<file path="src/rtl/core/pba_pkg.sv">
`timescale 1ns / 1ps
`default_nettype none
// ----------------------------------------------------------------------------
// pba_pkg
// Shared types, constants and width helpers for the page bitmap allocator.
// ----------------------------------------------------------------------------
package pba_pkg;

    localparam int DEF_REGION_PAGES = 4096;
    localparam int DEF_REGION_COUNT = 3;

    localparam int ADDR_W        = 52;
    localparam int PAGES_W       = 13;
    localparam int RUN_W         = 13;
    localparam int CFG_INDEX_W   = 3;
    localparam int PAGE_SHIFT    = 12;
    localparam int HINT_PAGE_W   = 12;
    localparam int HINT_REGION_W = 2;

    // request kinds
    localparam logic ACT_SINGLE = 1'b0;
    localparam logic ACT_RUN    = 1'b1;

    // register indexes
    localparam logic [CFG_INDEX_W-1:0] REG_REGION0_BASE  = 3'd0;
    localparam logic [CFG_INDEX_W-1:0] REG_REGION0_PAGES = 3'd1;
    localparam logic [CFG_INDEX_W-1:0] REG_REGION1_BASE  = 3'd2;
    localparam logic [CFG_INDEX_W-1:0] REG_REGION1_PAGES = 3'd3;
    localparam logic [CFG_INDEX_W-1:0] REG_REGION2_BASE  = 3'd4;
    localparam logic [CFG_INDEX_W-1:0] REG_REGION2_PAGES = 3'd5;

    typedef struct packed {
        logic               action;
        logic [RUN_W-1:0]   run_length;
    } req_t;

    typedef struct packed {
        logic [ADDR_W-1:0]  phys_address;
        logic               ok;
    } rsp_t;

    typedef struct packed {
        logic               single_found;
        logic [2:0]         single_bit;
        logic               run_found;
        logic [2:0]         run_bit;
        logic [RUN_W-1:0]   run_count;
    } byte_eval_t;

    function automatic int bytes_per_region(input int rp);
        return (rp + 7) >> 3;
    endfunction

    function automatic int byte_w(input int rp);
        return (bytes_per_region(rp) > 1) ? $clog2(bytes_per_region(rp)) : 1;
    endfunction

    // bit position of a page inside its region
    function automatic int pos_w(input int rp);
        return byte_w(rp) + 3;
    endfunction

    // page count, 0 .. rp
    function automatic int page_w(input int rp);
        return $clog2(rp + 1);
    endfunction

    function automatic int region_w(input int rc);
        return (rc > 1) ? $clog2(rc) : 1;
    endfunction

    function automatic int mem_depth(input int rp, input int rc);
        return rc * bytes_per_region(rp);
    endfunction

    function automatic int mem_aw(input int rp, input int rc);
        return (mem_depth(rp, rc) > 1) ? $clog2(mem_depth(rp, rc)) : 1;
    endfunction

endpackage
`default_nettype wire

</file>
<file path="src/rtl/core/pba_regs.sv">
`timescale 1ns / 1ps
`default_nettype none
// ----------------------------------------------------------------------------
// pba_regs
// Region configuration registers with usable page count clamping.
// ----------------------------------------------------------------------------
module pba_regs
    import pba_pkg::*;
#(
    parameter int REGION_PAGES = DEF_REGION_PAGES,
    parameter int REGION_COUNT = DEF_REGION_COUNT
)(
    input  logic                             clk,
    input  logic                             rst_n,
    input  logic                             cfg_we,
    input  logic [CFG_INDEX_W-1:0]           cfg_index,
    input  logic [ADDR_W-1:0]                cfg_data,
    output logic                             cfg_hit,
    output logic [ADDR_W-1:0]                base [REGION_COUNT],
    output logic [page_w(REGION_PAGES)-1:0]  npages [REGION_COUNT]
);

    localparam int PW   = page_w(REGION_PAGES);
    localparam int CMPW = (PW > PAGES_W) ? PW : PAGES_W;

    logic       hit;
    logic [1:0] sel;
    logic       is_pages;

    always_comb
    begin
        hit      = 1'b0;
        sel      = 2'd0;
        is_pages = 1'b0;
        case (cfg_index)
            REG_REGION0_BASE:
            begin
                hit = 1'b1;
                sel = 2'd0;
            end
            REG_REGION0_PAGES:
            begin
                hit      = 1'b1;
                sel      = 2'd0;
                is_pages = 1'b1;
            end
            REG_REGION1_BASE:
            begin
                hit = 1'b1;
                sel = 2'd1;
            end
            REG_REGION1_PAGES:
            begin
                hit      = 1'b1;
                sel      = 2'd1;
                is_pages = 1'b1;
            end
            REG_REGION2_BASE:
            begin
                hit = 1'b1;
                sel = 2'd2;
            end
            REG_REGION2_PAGES:
            begin
                hit      = 1'b1;
                sel      = 2'd2;
                is_pages = 1'b1;
            end
            default:
            begin
                hit = 1'b0;
            end
        endcase
    end

    assign cfg_hit = cfg_we && hit;

    for (genvar r = 0; r < REGION_COUNT; r++)
    begin : g_region
        logic [ADDR_W-1:0]  base_reg;
        logic [PAGES_W-1:0] pages_reg;

        always_ff @(posedge clk or negedge rst_n)
        begin
            if (!rst_n)
            begin
                base_reg  <= '0;
                pages_reg <= '0;
            end
            else if (cfg_hit && (sel == 2'(r)))
            begin
                if (is_pages)
                begin
                    pages_reg <= cfg_data[PAGES_W-1:0];
                end
                else
                begin
                    base_reg <= cfg_data;
                end
            end
        end

        // oversized counts clamp to the region size
        always_comb
        begin
            if (CMPW'(pages_reg) > CMPW'(REGION_PAGES))
            begin
                npages[r] = PW'(REGION_PAGES);
            end
            else
            begin
                npages[r] = PW'(pages_reg);
            end
        end

        assign base[r] = base_reg;
    end

endmodule
`default_nettype wire

</file>
<file path="config.mk">
export PLATFORM = sky130hd
export DESIGN_NAME = pba_regs
export DESIGN_NICKNAME = d
export VERILOG_FILES = /design/src/rtl/core/pba_pkg.sv /design/src/rtl/core/pba_regs.sv
export SDC_FILE = /design/constraint.sdc
export NUM_CORES = 1
export LEC_CHECK = 0
export BUFFER_PORTS_ARGS = -buffer_cell sky130_fd_sc_hd__buf_2
export CORE_MARGIN = 1
export CORE_UTILIZATION = 34
export DETAILED_ROUTE_END_ITERATION = 16
export PLACE_DENSITY = 0.68
export SLEW_MARGIN = 25
export SYNTH_ARGS = -nofsm -noshare
export SYNTH_HDL_FRONTEND = slang
export SYNTH_SLANG_ARGS = --single-unit
</file>
<file path="constraint.sdc">
create_clock -name clk -period 1.15 [get_ports clk]
set_clock_uncertainty 0.05 [all_clocks]
set_input_delay 0.115 -clock clk [delete_from_list [all_inputs] [get_ports clk]]
set_output_delay 0.115 -clock clk [all_outputs]
set_load 0.1 [all_outputs]
</file>
==> results.yml <==
timing:
  worst_slack_ns: -0.389
  finalHoldViolations: 0
  whs_ns: 0.204
  relSlewSlack_pct: 77.9
  worst_pin_slew_ns: 0.331
  rsz0062_at_grt: "yes"
  max_freq_mhz: 650
  setup_violations: 195
  fin_crit_sh_pct: 134
  timing.setup.tns_ns: -22.23
  period_needed_ns: 1.54
  slew_violations: 0
critical_path:
  cp.arrival_ns: 1.37
  slowest_stage: "dfrtp_2"
  worstPathRequired_ns: 0.99
  cp_cell_sequence: "buf_12 -> nor2b_4 -> buf_12"
  path_class: "register to primary output"
  critPathCaptureType: "primary output"
  crit_path_max_fanout: 7
  max_stage_delay_ns: 0.45
  startpoint_type: "register"
  critPathMostFrequentCell: "buf_12"
layout:
  antennaDiodeCount: 0
  mostFrequentLayoutCells: "buf_12, dfrtp_1, mux2_4"
  final_cell_count_no_fill: 1246
  finalNetCount: 975
  fin_area_mm2: 0.0157
  fin_util_pct: 66.0
  largest_register_ffs: 156
  area_growth_pct: 88.5
  fillers: 1533
  multi_input_area_mm2: 0.00348
  final_common_cell: "buf_12"
  drive_gt1_share_pct: 72.6
  regArea_mm2: 0.00488
hold_path:
  hp-class: "primary input to async pin"
pwr:
  switching_share_pct: 48.4
  clock_power_share_pct: 14.1
  p_seq_share_pct: 23.8
  p_leak_nw: 7.35
  comb_power_share_pct: 62.0
  p_sw_mw: 21.3
  peakVddDrop_mv: 1.96
  p_per_area_mw_per_mm2: 2800
  power.internal_mw: 22.7
  finalPower_mw: 44.0
route:
  num_vias: 5593
  dr.pass1.iters: 4
  vias_per_cell: 4.49
  ant_nets: 0
  wl_per_cell_um: 19.6
  drcViolationCount: 0
  drtIter0Drc: 195
  finalWirelength_mm: 24.4
placement:
  routabilityCongestion: 0.738
  io_buffers: 253
  dp_slack_ns: -0.485
  place_area_mm2: 0.0135
  dp.cells: 1043
  dp_hpwl_mm: 15.2
synth:
  synth_seq_cells: 195
  yosysUniqueCellTypes: 15
  synthesis.area_mm2: 0.00832
  ys_warn_count: 0
  ys_seq_area_share_pct: 58.6
  synth.net_count: 531
  syn_area_per_cell_um2: 17.7
  synth_cells: 470
global_routing:
  antenna_found_initial: 0
  grt_use_total_pct: 19.0
  first_global_vias: 5979
  grt-ovfl-total: 0
  grt_max_degree: 60
  grt_pass1_wl_mm: 35.5
status:
  violations: "negative setup slack"
  status: "finished, violations left"
clock_tree:
  clk_pin_slew_worst_paths_ns: 0.09
  cts.sinks: 195
  tritoncts: "yes"
  clock_latency_ns: 0.43
  root_buffer: "clkbuf_16"
  cts_buffer_depth: 2
  cts_buffers: 17
  cts_max_level: 4
floorplan:
  rows: 56
  die_area_mm2: 0.0251
  core_area_mm2: 0.0238
  design.portCount: 254
  dieHeight_um: 158
  dieWidth_um: 158
  start_util_pct: 35.0
run:
  maxCapViolations: 0
## Yosys cell counts (all sizes together)
master	count	area, µm²
and3	6	37.5
a21bo	1	10.0
a21boi	1	7.51
inv	2	7.51
dfrtp	195	4880
ha	3	37.5
buf	24	328
mux2	195	2760
clkbuf	6	22.5
nor2b	37	234
## power groups by stage
stage / clock, mW / combinational (mW) / sequential [mW]
2_1_floorplan: 0 / 6.47 / 20.0
6_report: 6.21 / 27.3 / 10.5
3_3_place_gp: 0 / 25.4 / 10.6
4_1_cts: 6.40 / 26.8 / 10.4
3_5_place_dp: 0 / 25.6 / 10.6
5_1_grt: 6.65 / 27.9 / 10.7
## cell type report
type                       count  area share (%)
clock inverter                15            1.26
timing repair buffer         455            40.1
sequential                   195            31.1
inverter                       2          0.0479
multi-input combinational    243            22.2
clock buffer                  17            2.71
tap                          319            2.54
## final timing paths
path                                            from  slack, ns  cells after the start                        to
max in group asynchronous                      rst_n       0.51                      3  g_region[2].base_reg[49]
setup / recovery           g_region[1].pages_reg[12]      -0.39                      3                npages[23]
hold reg to reg             g_region[1].pages_reg[1]       0.46                      1  g_region[1].pages_reg[1]
hold / removal                                 rst_n       0.20                      3  g_region[1].base_reg[14]
setup reg to reg            g_region[0].base_reg[41]       0.02                      3  g_region[0].base_reg[41]
min in group clk                              cfg_we       0.42                      5  g_region[2].pages_reg[5]
## repair_timing
item	CTS	global route
setup buffers	70	42
setup endpoints to repair	210	263
hold buffers	53	0
endpoints found under the hold margin	389	0
pin swaps	2	2
cloned	2	4
gates resized for setup	7	4
## logic make-up (layout without fill, tap and decap cells)
logic type	count (synthesis)	after routing	synth area share [%]
compound gates	2	2	0.211
fa+ha+maj	3	3	0.451
buf+inv	32	489	4.30
flops	195	195	58.6
mux	195	195	33.1
simple gates	43	43	3.26
## critical path: cells and delay by family (launching register included)
family                 cells  cell delay [ns]
flip-flops                 1             0.45
buffers and inverters      2             0.34
AND/OR/NAND/NOR            1             0.14
## metal layers
layer | wire length [µm] | share of wire (%) | vias to the layer above | global-route usage [%]
li1 | - | - | 2514 | -
met1 | 10200 | 42 | 2884 | 24.0
met2 | 12100 | 50 | 180 | 31.0
met3 | 1790 | 7.4 | 15 | 6.94
met4 | 217 | 0.89 | 0 | 4.35
met5 | 0 | 0 | - | 0
(Power assumes the default switching activity.)
