<file path="src/rtl/core/pba_pkg.sv">
`timescale 1ns / 1ps
`default_nettype none
// ----------------------------------------------------------------------------
// pba_pkg
// Shared types, constants and width helpers for the page bitmap allocator.
// ----------------------------------------------------------------------------
package pba_pkg;

    localparam int DEF_REGION_PAGES = 4096;
    localparam int DEF_REGION_COUNT = 3;

    localparam int ADDR_W        = 52;
    localparam int PAGES_W       = 13;
    localparam int RUN_W         = 13;
    localparam int CFG_INDEX_W   = 3;
    localparam int PAGE_SHIFT    = 12;
    localparam int HINT_PAGE_W   = 12;
    localparam int HINT_REGION_W = 2;

    // request kinds
    localparam logic ACT_SINGLE = 1'b0;
    localparam logic ACT_RUN    = 1'b1;

    // register indexes
    localparam logic [CFG_INDEX_W-1:0] REG_REGION0_BASE  = 3'd0;
    localparam logic [CFG_INDEX_W-1:0] REG_REGION0_PAGES = 3'd1;
    localparam logic [CFG_INDEX_W-1:0] REG_REGION1_BASE  = 3'd2;
    localparam logic [CFG_INDEX_W-1:0] REG_REGION1_PAGES = 3'd3;
    localparam logic [CFG_INDEX_W-1:0] REG_REGION2_BASE  = 3'd4;
    localparam logic [CFG_INDEX_W-1:0] REG_REGION2_PAGES = 3'd5;

    typedef struct packed {
        logic               action;
        logic [RUN_W-1:0]   run_length;
    } req_t;

    typedef struct packed {
        logic [ADDR_W-1:0]  phys_address;
        logic               ok;
    } rsp_t;

    typedef struct packed {
        logic               single_found;
        logic [2:0]         single_bit;
        logic               run_found;
        logic [2:0]         run_bit;
        logic [RUN_W-1:0]   run_count;
    } byte_eval_t;

    function automatic int bytes_per_region(input int rp);
        return (rp + 7) >> 3;
    endfunction

    function automatic int byte_w(input int rp);
        return (bytes_per_region(rp) > 1) ? $clog2(bytes_per_region(rp)) : 1;
    endfunction

    // bit position of a page inside its region
    function automatic int pos_w(input int rp);
        return byte_w(rp) + 3;
    endfunction

    // page count, 0 .. rp
    function automatic int page_w(input int rp);
        return $clog2(rp + 1);
    endfunction

    function automatic int region_w(input int rc);
        return (rc > 1) ? $clog2(rc) : 1;
    endfunction

    function automatic int mem_depth(input int rp, input int rc);
        return rc * bytes_per_region(rp);
    endfunction

    function automatic int mem_aw(input int rp, input int rc);
        return (mem_depth(rp, rc) > 1) ? $clog2(mem_depth(rp, rc)) : 1;
    endfunction

endpackage
`default_nettype wire

</file>
<file path="src/rtl/core/pba_byte_unit.sv">
`timescale 1ns / 1ps
`default_nettype none
// ----------------------------------------------------------------------------
// pba_byte_unit
// Shared per-byte evaluator: first free page, free run count and mark mask.
// ----------------------------------------------------------------------------
module pba_byte_unit
    import pba_pkg::*;
#(
    parameter int REGION_PAGES = DEF_REGION_PAGES
)(
    input  logic [7:0]                       data,
    input  logic [byte_w(REGION_PAGES)-1:0]  byte_idx,
    input  logic [page_w(REGION_PAGES)-1:0]  npages,
    input  logic [2:0]                       skip,
    input  logic [RUN_W-1:0]                 cnt_in,
    input  logic [RUN_W-1:0]                 want,
    input  logic [pos_w(REGION_PAGES)-1:0]   mark_lo,
    input  logic [pos_w(REGION_PAGES)-1:0]   mark_hi,
    output byte_eval_t                       eval,
    output logic [7:0]                       mark_mask
);

    localparam int XW = pos_w(REGION_PAGES);
    localparam int EW = XW + 1;

    logic [EW-1:0]    page_e [8];
    logic [7:0]       in_range;
    logic [7:0]       candidate;
    logic [7:0]       free_bit;
    logic [7:0]       all_free;
    logic [7:0]       lo_mask;
    logic [2:0]       last_used;
    logic [RUN_W-1:0] run_len [8];
    logic             run_hit;
    logic [2:0]       run_pos;
    logic             single_hit;
    logic [2:0]       single_pos;

    always_comb
    begin
        for (int i = 0; i < 8; i++)
        begin
            page_e[i]    = EW'({byte_idx, 3'(i)});
            in_range[i]  = page_e[i] < EW'(npages);
            candidate[i] = in_range[i] && !data[i] && (3'(i) >= skip);
            mark_mask[i] = (page_e[i] >= EW'(mark_lo)) && (page_e[i] <= EW'(mark_hi));
            free_bit[i]  = in_range[i] && !data[i];
        end

        single_hit = 1'b0;
        single_pos = 3'd0;
        for (int i = 7; i >= 0; i--)
        begin
            if (candidate[i])
            begin
                single_hit = 1'b1;
                single_pos = 3'(i);
            end
        end

        // free run ending at each bit, carried in from earlier bytes while every bit up to it is free
        for (int i = 0; i < 8; i++)
        begin
            lo_mask     = 8'hFF >> (7 - i);
            all_free[i] = ((free_bit & lo_mask) == lo_mask);
            last_used   = 3'd0;
            for (int j = 0; j < 8; j++)
            begin
                if ((j <= i) && !free_bit[j])
                begin
                    last_used = 3'(j);
                end
            end
            if (all_free[i])
            begin
                run_len[i] = cnt_in + RUN_W'(i + 1);
            end
            else
            begin
                run_len[i] = RUN_W'(3'(i) - last_used);
            end
        end

        run_hit = 1'b0;
        run_pos = 3'd0;
        for (int i = 7; i >= 0; i--)
        begin
            if (free_bit[i] && (run_len[i] >= want))
            begin
                run_hit = 1'b1;
                run_pos = 3'(i);
            end
        end

        eval.single_found = single_hit;
        eval.single_bit   = single_pos;
        eval.run_found    = run_hit;
        eval.run_bit      = run_pos;
        eval.run_count    = free_bit[7] ? run_len[7] : '0;
    end

endmodule
`default_nettype wire

</file>
<file path="config.mk">
export PLATFORM = sky130hd
export DESIGN_NAME = pba_byte_unit
export DESIGN_NICKNAME = d
export VERILOG_FILES = /design/src/rtl/core/pba_pkg.sv /design/src/rtl/core/pba_byte_unit.sv
export SDC_FILE = /design/constraint.sdc
export NUM_CORES = 1
export LEC_CHECK = 0
export BUFFER_PORTS_ARGS = -buffer_cell sky130_fd_sc_hd__buf_4
export CAP_MARGIN = 40
export CORE_AREA = 8 8 122 124
export DETAILED_ROUTE_END_ITERATION = 6
export DIE_AREA = 0 0 130 132
export GPL_TIMING_DRIVEN = 0
export PLACE_DENSITY_LB_ADDON = 0.2
export SLEW_MARGIN = 20
export SYNTH_ARGS = -nofsm -noshare
export SYNTH_HDL_FRONTEND = slang
export SYNTH_SLANG_ARGS = --single-unit
</file>
<file path="constraint.sdc">
create_clock -name vclk -period 6.4
set_input_delay 0.32 -clock vclk [all_inputs]
set_output_delay 0.32 -clock vclk [all_outputs]
set_load 0.005 [all_outputs]
</file>
==> impl_metrics.csv <==
group,metric,value,unit
detailed_routing,finalWirelength,19.0,mm
setup_path,required,6.08,ns
power_and_ir_drop,p_leak,3.40,nW
timing,setup_viol,0,
die,die_w,130,um
setup_path,cp_common_cell,"a21oi_1",
die,start_util,44.2,%
yosys,syn_area_per_cell,6.77,um^2
finish,fin_nets,1187,
yosys,ys_seq_area_share,0,%
timing,fin_setup_tns,0,ns
global_routing,grt_pass1_vias,5991,
global_routing,antenna_found_initial,0,
yosys,synth_area_leaders,"ha_1 32%, nor2_1 9.4%, a21oi_1 6.7%, xnor2_1 6.7%, xor2_1 4.7%",
yosys,synthDominantAreaCellType,"ha_1",
finish,nFillCells,1357,
yosys,netlist_instances,848,
die,core,13000,um^2
placed_design,gp_congestion,0.942,
detailed_routing,drtAntennaViolNets,0,
timing,tightest_slew,0.861,ns
timing,fin_crit_sh,96.9,%
finish,design.seq.count,0,
finish,fin_cells,1131,
status,status,"finished clean",
timing,hold_viol_final,0,
yosys,synthesis.nets,1078,
placed_design,dp_cells,1131,
clock_network,postCtsHoldBufs,0,
setup_path,path_class,"primary input to primary output",
power_and_ir_drop,powerDensity,60.3,nW/um^2
min_path,hold-path-cell-count,3,
yosys,post-synth-top-area-fraction,32.1,%
global_routing,grt-ovfl-total,0,
setup_path,start_kind,"primary input",
power_and_ir_drop,total_power,407,uW
placed_design,hpwl,15.7,mm
finish,seq_area,0,um^2
placed_design,portBuffers,106,
setup_path,cp_slowest_stage_delay,0.59,ns
finish,multi_input_area,5360,um^2
setup_path,endpoint_kind,"primary output",
placed_design,post_dp_cell_area,6760,um^2
die,ios,112,
detailed_routing,drt_iter0_markers,478,
detailed_routing,avgRoutedWirePerCell,16.8,um
die,die_h,132,um
finish,area_growth,17.8,%
detailed_routing,vias_per_cell,5.64,
setup_path,critPathBufInv,5,
clock_network,post_cts_resized,0,
detailed_routing,post-route-drc-count,0,
global_routing,grt_max_degree,11,
die,die-area,17200,um^2
setup_path,crit_family,"simple AND/OR/NAND/NOR gates",
placed_design,dp_slack,0.348,ns
yosys,syn-cell-area,5740,um^2
timing,fmax,0.161,GHz
timing,slew_viol_final,0,
yosys,synth.distinct_cells,59,
timing,relSlewSlack,42.6,%
finish,final_area,6760,um^2
die,rows,42,
global_routing,grt_use_total,21.5,%
detailed_routing,vias,6379,
setup_path,cp.arrival,5.88,ns
setup_path,cp_slowest_cell,"or4b_2",
min_path,hold_start,"mark_lo[1]",
timing,fin_crit,6.20,ns
clock_network,cts_setup_buffers,0,
detailed_routing,firstDrtPassIters,6,
setup_path,cp.depth,22,
detailed_routing,routed.top_layer,"met4",
detailed_routing,wl_met2,8.63,mm
yosys,yosys_warnings,0,
power_and_ir_drop,vdd_drop_max,35.7,uV
setup_path,cp_cell_sequence,"buf_4, ha_1, a21o_1, a21oi_1, o2bb2ai_1, clkbuf_1, nor3_1, buf_2, a21oi_1, ha_1, nor2_1, a21oi_1, ha_1, a41o_1, a21oi_1, o211ai_1, a21oi_1, nand2b_1, and3b_1, or4b_2, buf_4, buf_4",
min_path,min_path_type,"primary input to primary output",
min_path,holdPathEnd,"mark_mask[1]",
finish,antenna_cells,0,
detailed_routing,wirelength_met1,8.93,mm
run,maxCapViolCount,0,
detailed_routing,wl_met3,1.15,mm
setup_path,crit_path_max_fanout,10,
global_routing,grt_first_pass_wirelength,30.3,mm
finish,clockBufferCount,0,
timing,fin_ws,0.199,ns
timing,rsz0062_at_grt,"false",
finish,drive_above_1_share,13.4,%
[Yosys cell counts (all sizes together), types with 2 or more instances]
library cell / instances
ha: 147
nor2: 143
a21oi: 77
nand2: 57
inv: 54
xnor2: 44
a21o: 31
xor2: 31
o21ai: 26
clkbuf: 24
nor3: 24
nand3: 23
nand4: 23
buf: 15
nand2b: 10
or3: 9
nor2b: 8
or2: 8
a211oi: 6
nor4: 5
o22a: 5
and4: 4
nor3b: 4
o211ai: 4
o21a: 4
o21bai: 4
o22ai: 4
o31ai: 4
a2111oi: 3
a311oi: 3
a31oi: 3
and2: 3
and3: 3
mux2i: 3
nand3b: 3
o211a: 3
or4: 3
a221oi: 2
a2bb2oi: 2
a41o: 2
and3b: 2
mux2: 2
o311ai: 2
[layout make-up]
cell class | count | area share (%)
Tap cell | 176 | 3.26
Multi-Input combinational cell | 755 | 79.3
Timing Repair Buffer | 107 | 11.8
Buffer | 39 | 2.56
Inverter | 54 | 3.00
[worst max path at each step]
stage	from	to	slack (ns)
3_5_place_dp	byte_idx[7]	eval[16]	0.35
2_1_floorplan	npages[10]	eval[16]	1.25
5_1_grt	byte_idx[7]	eval[16]	0.02
4_1_cts	byte_idx[7]	eval[16]	0.34
6_report	byte_idx[7]	eval[16]	0.20
3_3_place_gp	byte_idx[7]	eval[16]	0.02
[through the flow]
step	util (%)	hold WS (ns)
after global routing	52.1	0.970
after CTS	52.1	0.953
final	52.1	0.953
after global placement	52.0	0.954
after floorplan	-	0.706
after detailed placement	52.1	0.953
[cells in the final DEF, fill, tap and decap left out, types with 4 or more instances in the layout]
cell type    n
o21bai_1     4
nor3b_1      4
o211ai_1     4
o22ai_1      4
o22a_1       5
or3_1        9
nand3_1     23
nor3_1      24
a21o_1      31
inv_1       54
and4_1       4
nor2_1     143
o31ai_1      4
nor2b_1      8
clkbuf_1    24
buf_4      108
a211oi_1     6
nand2_1     57
a21oi_1     77
nand4_1     23
o21ai_0     26
xor2_1      31
xnor2_1     44
nand2b_1     9
buf_2        4
ha_1       147
nor4_1       5
or2_2        8
o21a_1       4
buf_1        8
[power by group]
part	internal, mW	switching, mW
Clock	0	0
Sequential	0	0
Combinational	0.178	0.230
Total	0.178	0.230
[cells by family (layout without fill, tap and decap cells)]
kind of cell / count (synthesis) / in the layout / share of synthesized area [%]
AO/OA/AOI/OAI: 193 / 193 / 21.5
XOR/XNOR: 75 / 75 / 11.5
adder cells (fa/ha/maj): 147 / 147 / 32.1
buffers and inverters: 93 / 200 / 6.54
multiplexers: 5 / 5 / 0.916
AND/OR/NAND/NOR: 335 / 335 / 27.6
[routing by layer]
| layer | GRT usage (%) | vias to the layer above |
|---|---|---|
| met5 | 0 | - |
| met4 | 4.00 | 0 |
| met1 | 29.5 | 2882 |
| met3 | 1.01 | 18 |
| li1 | - | 3239 |
| met2 | 36.1 | 240 |
Power figures use the tool's default switching activity.
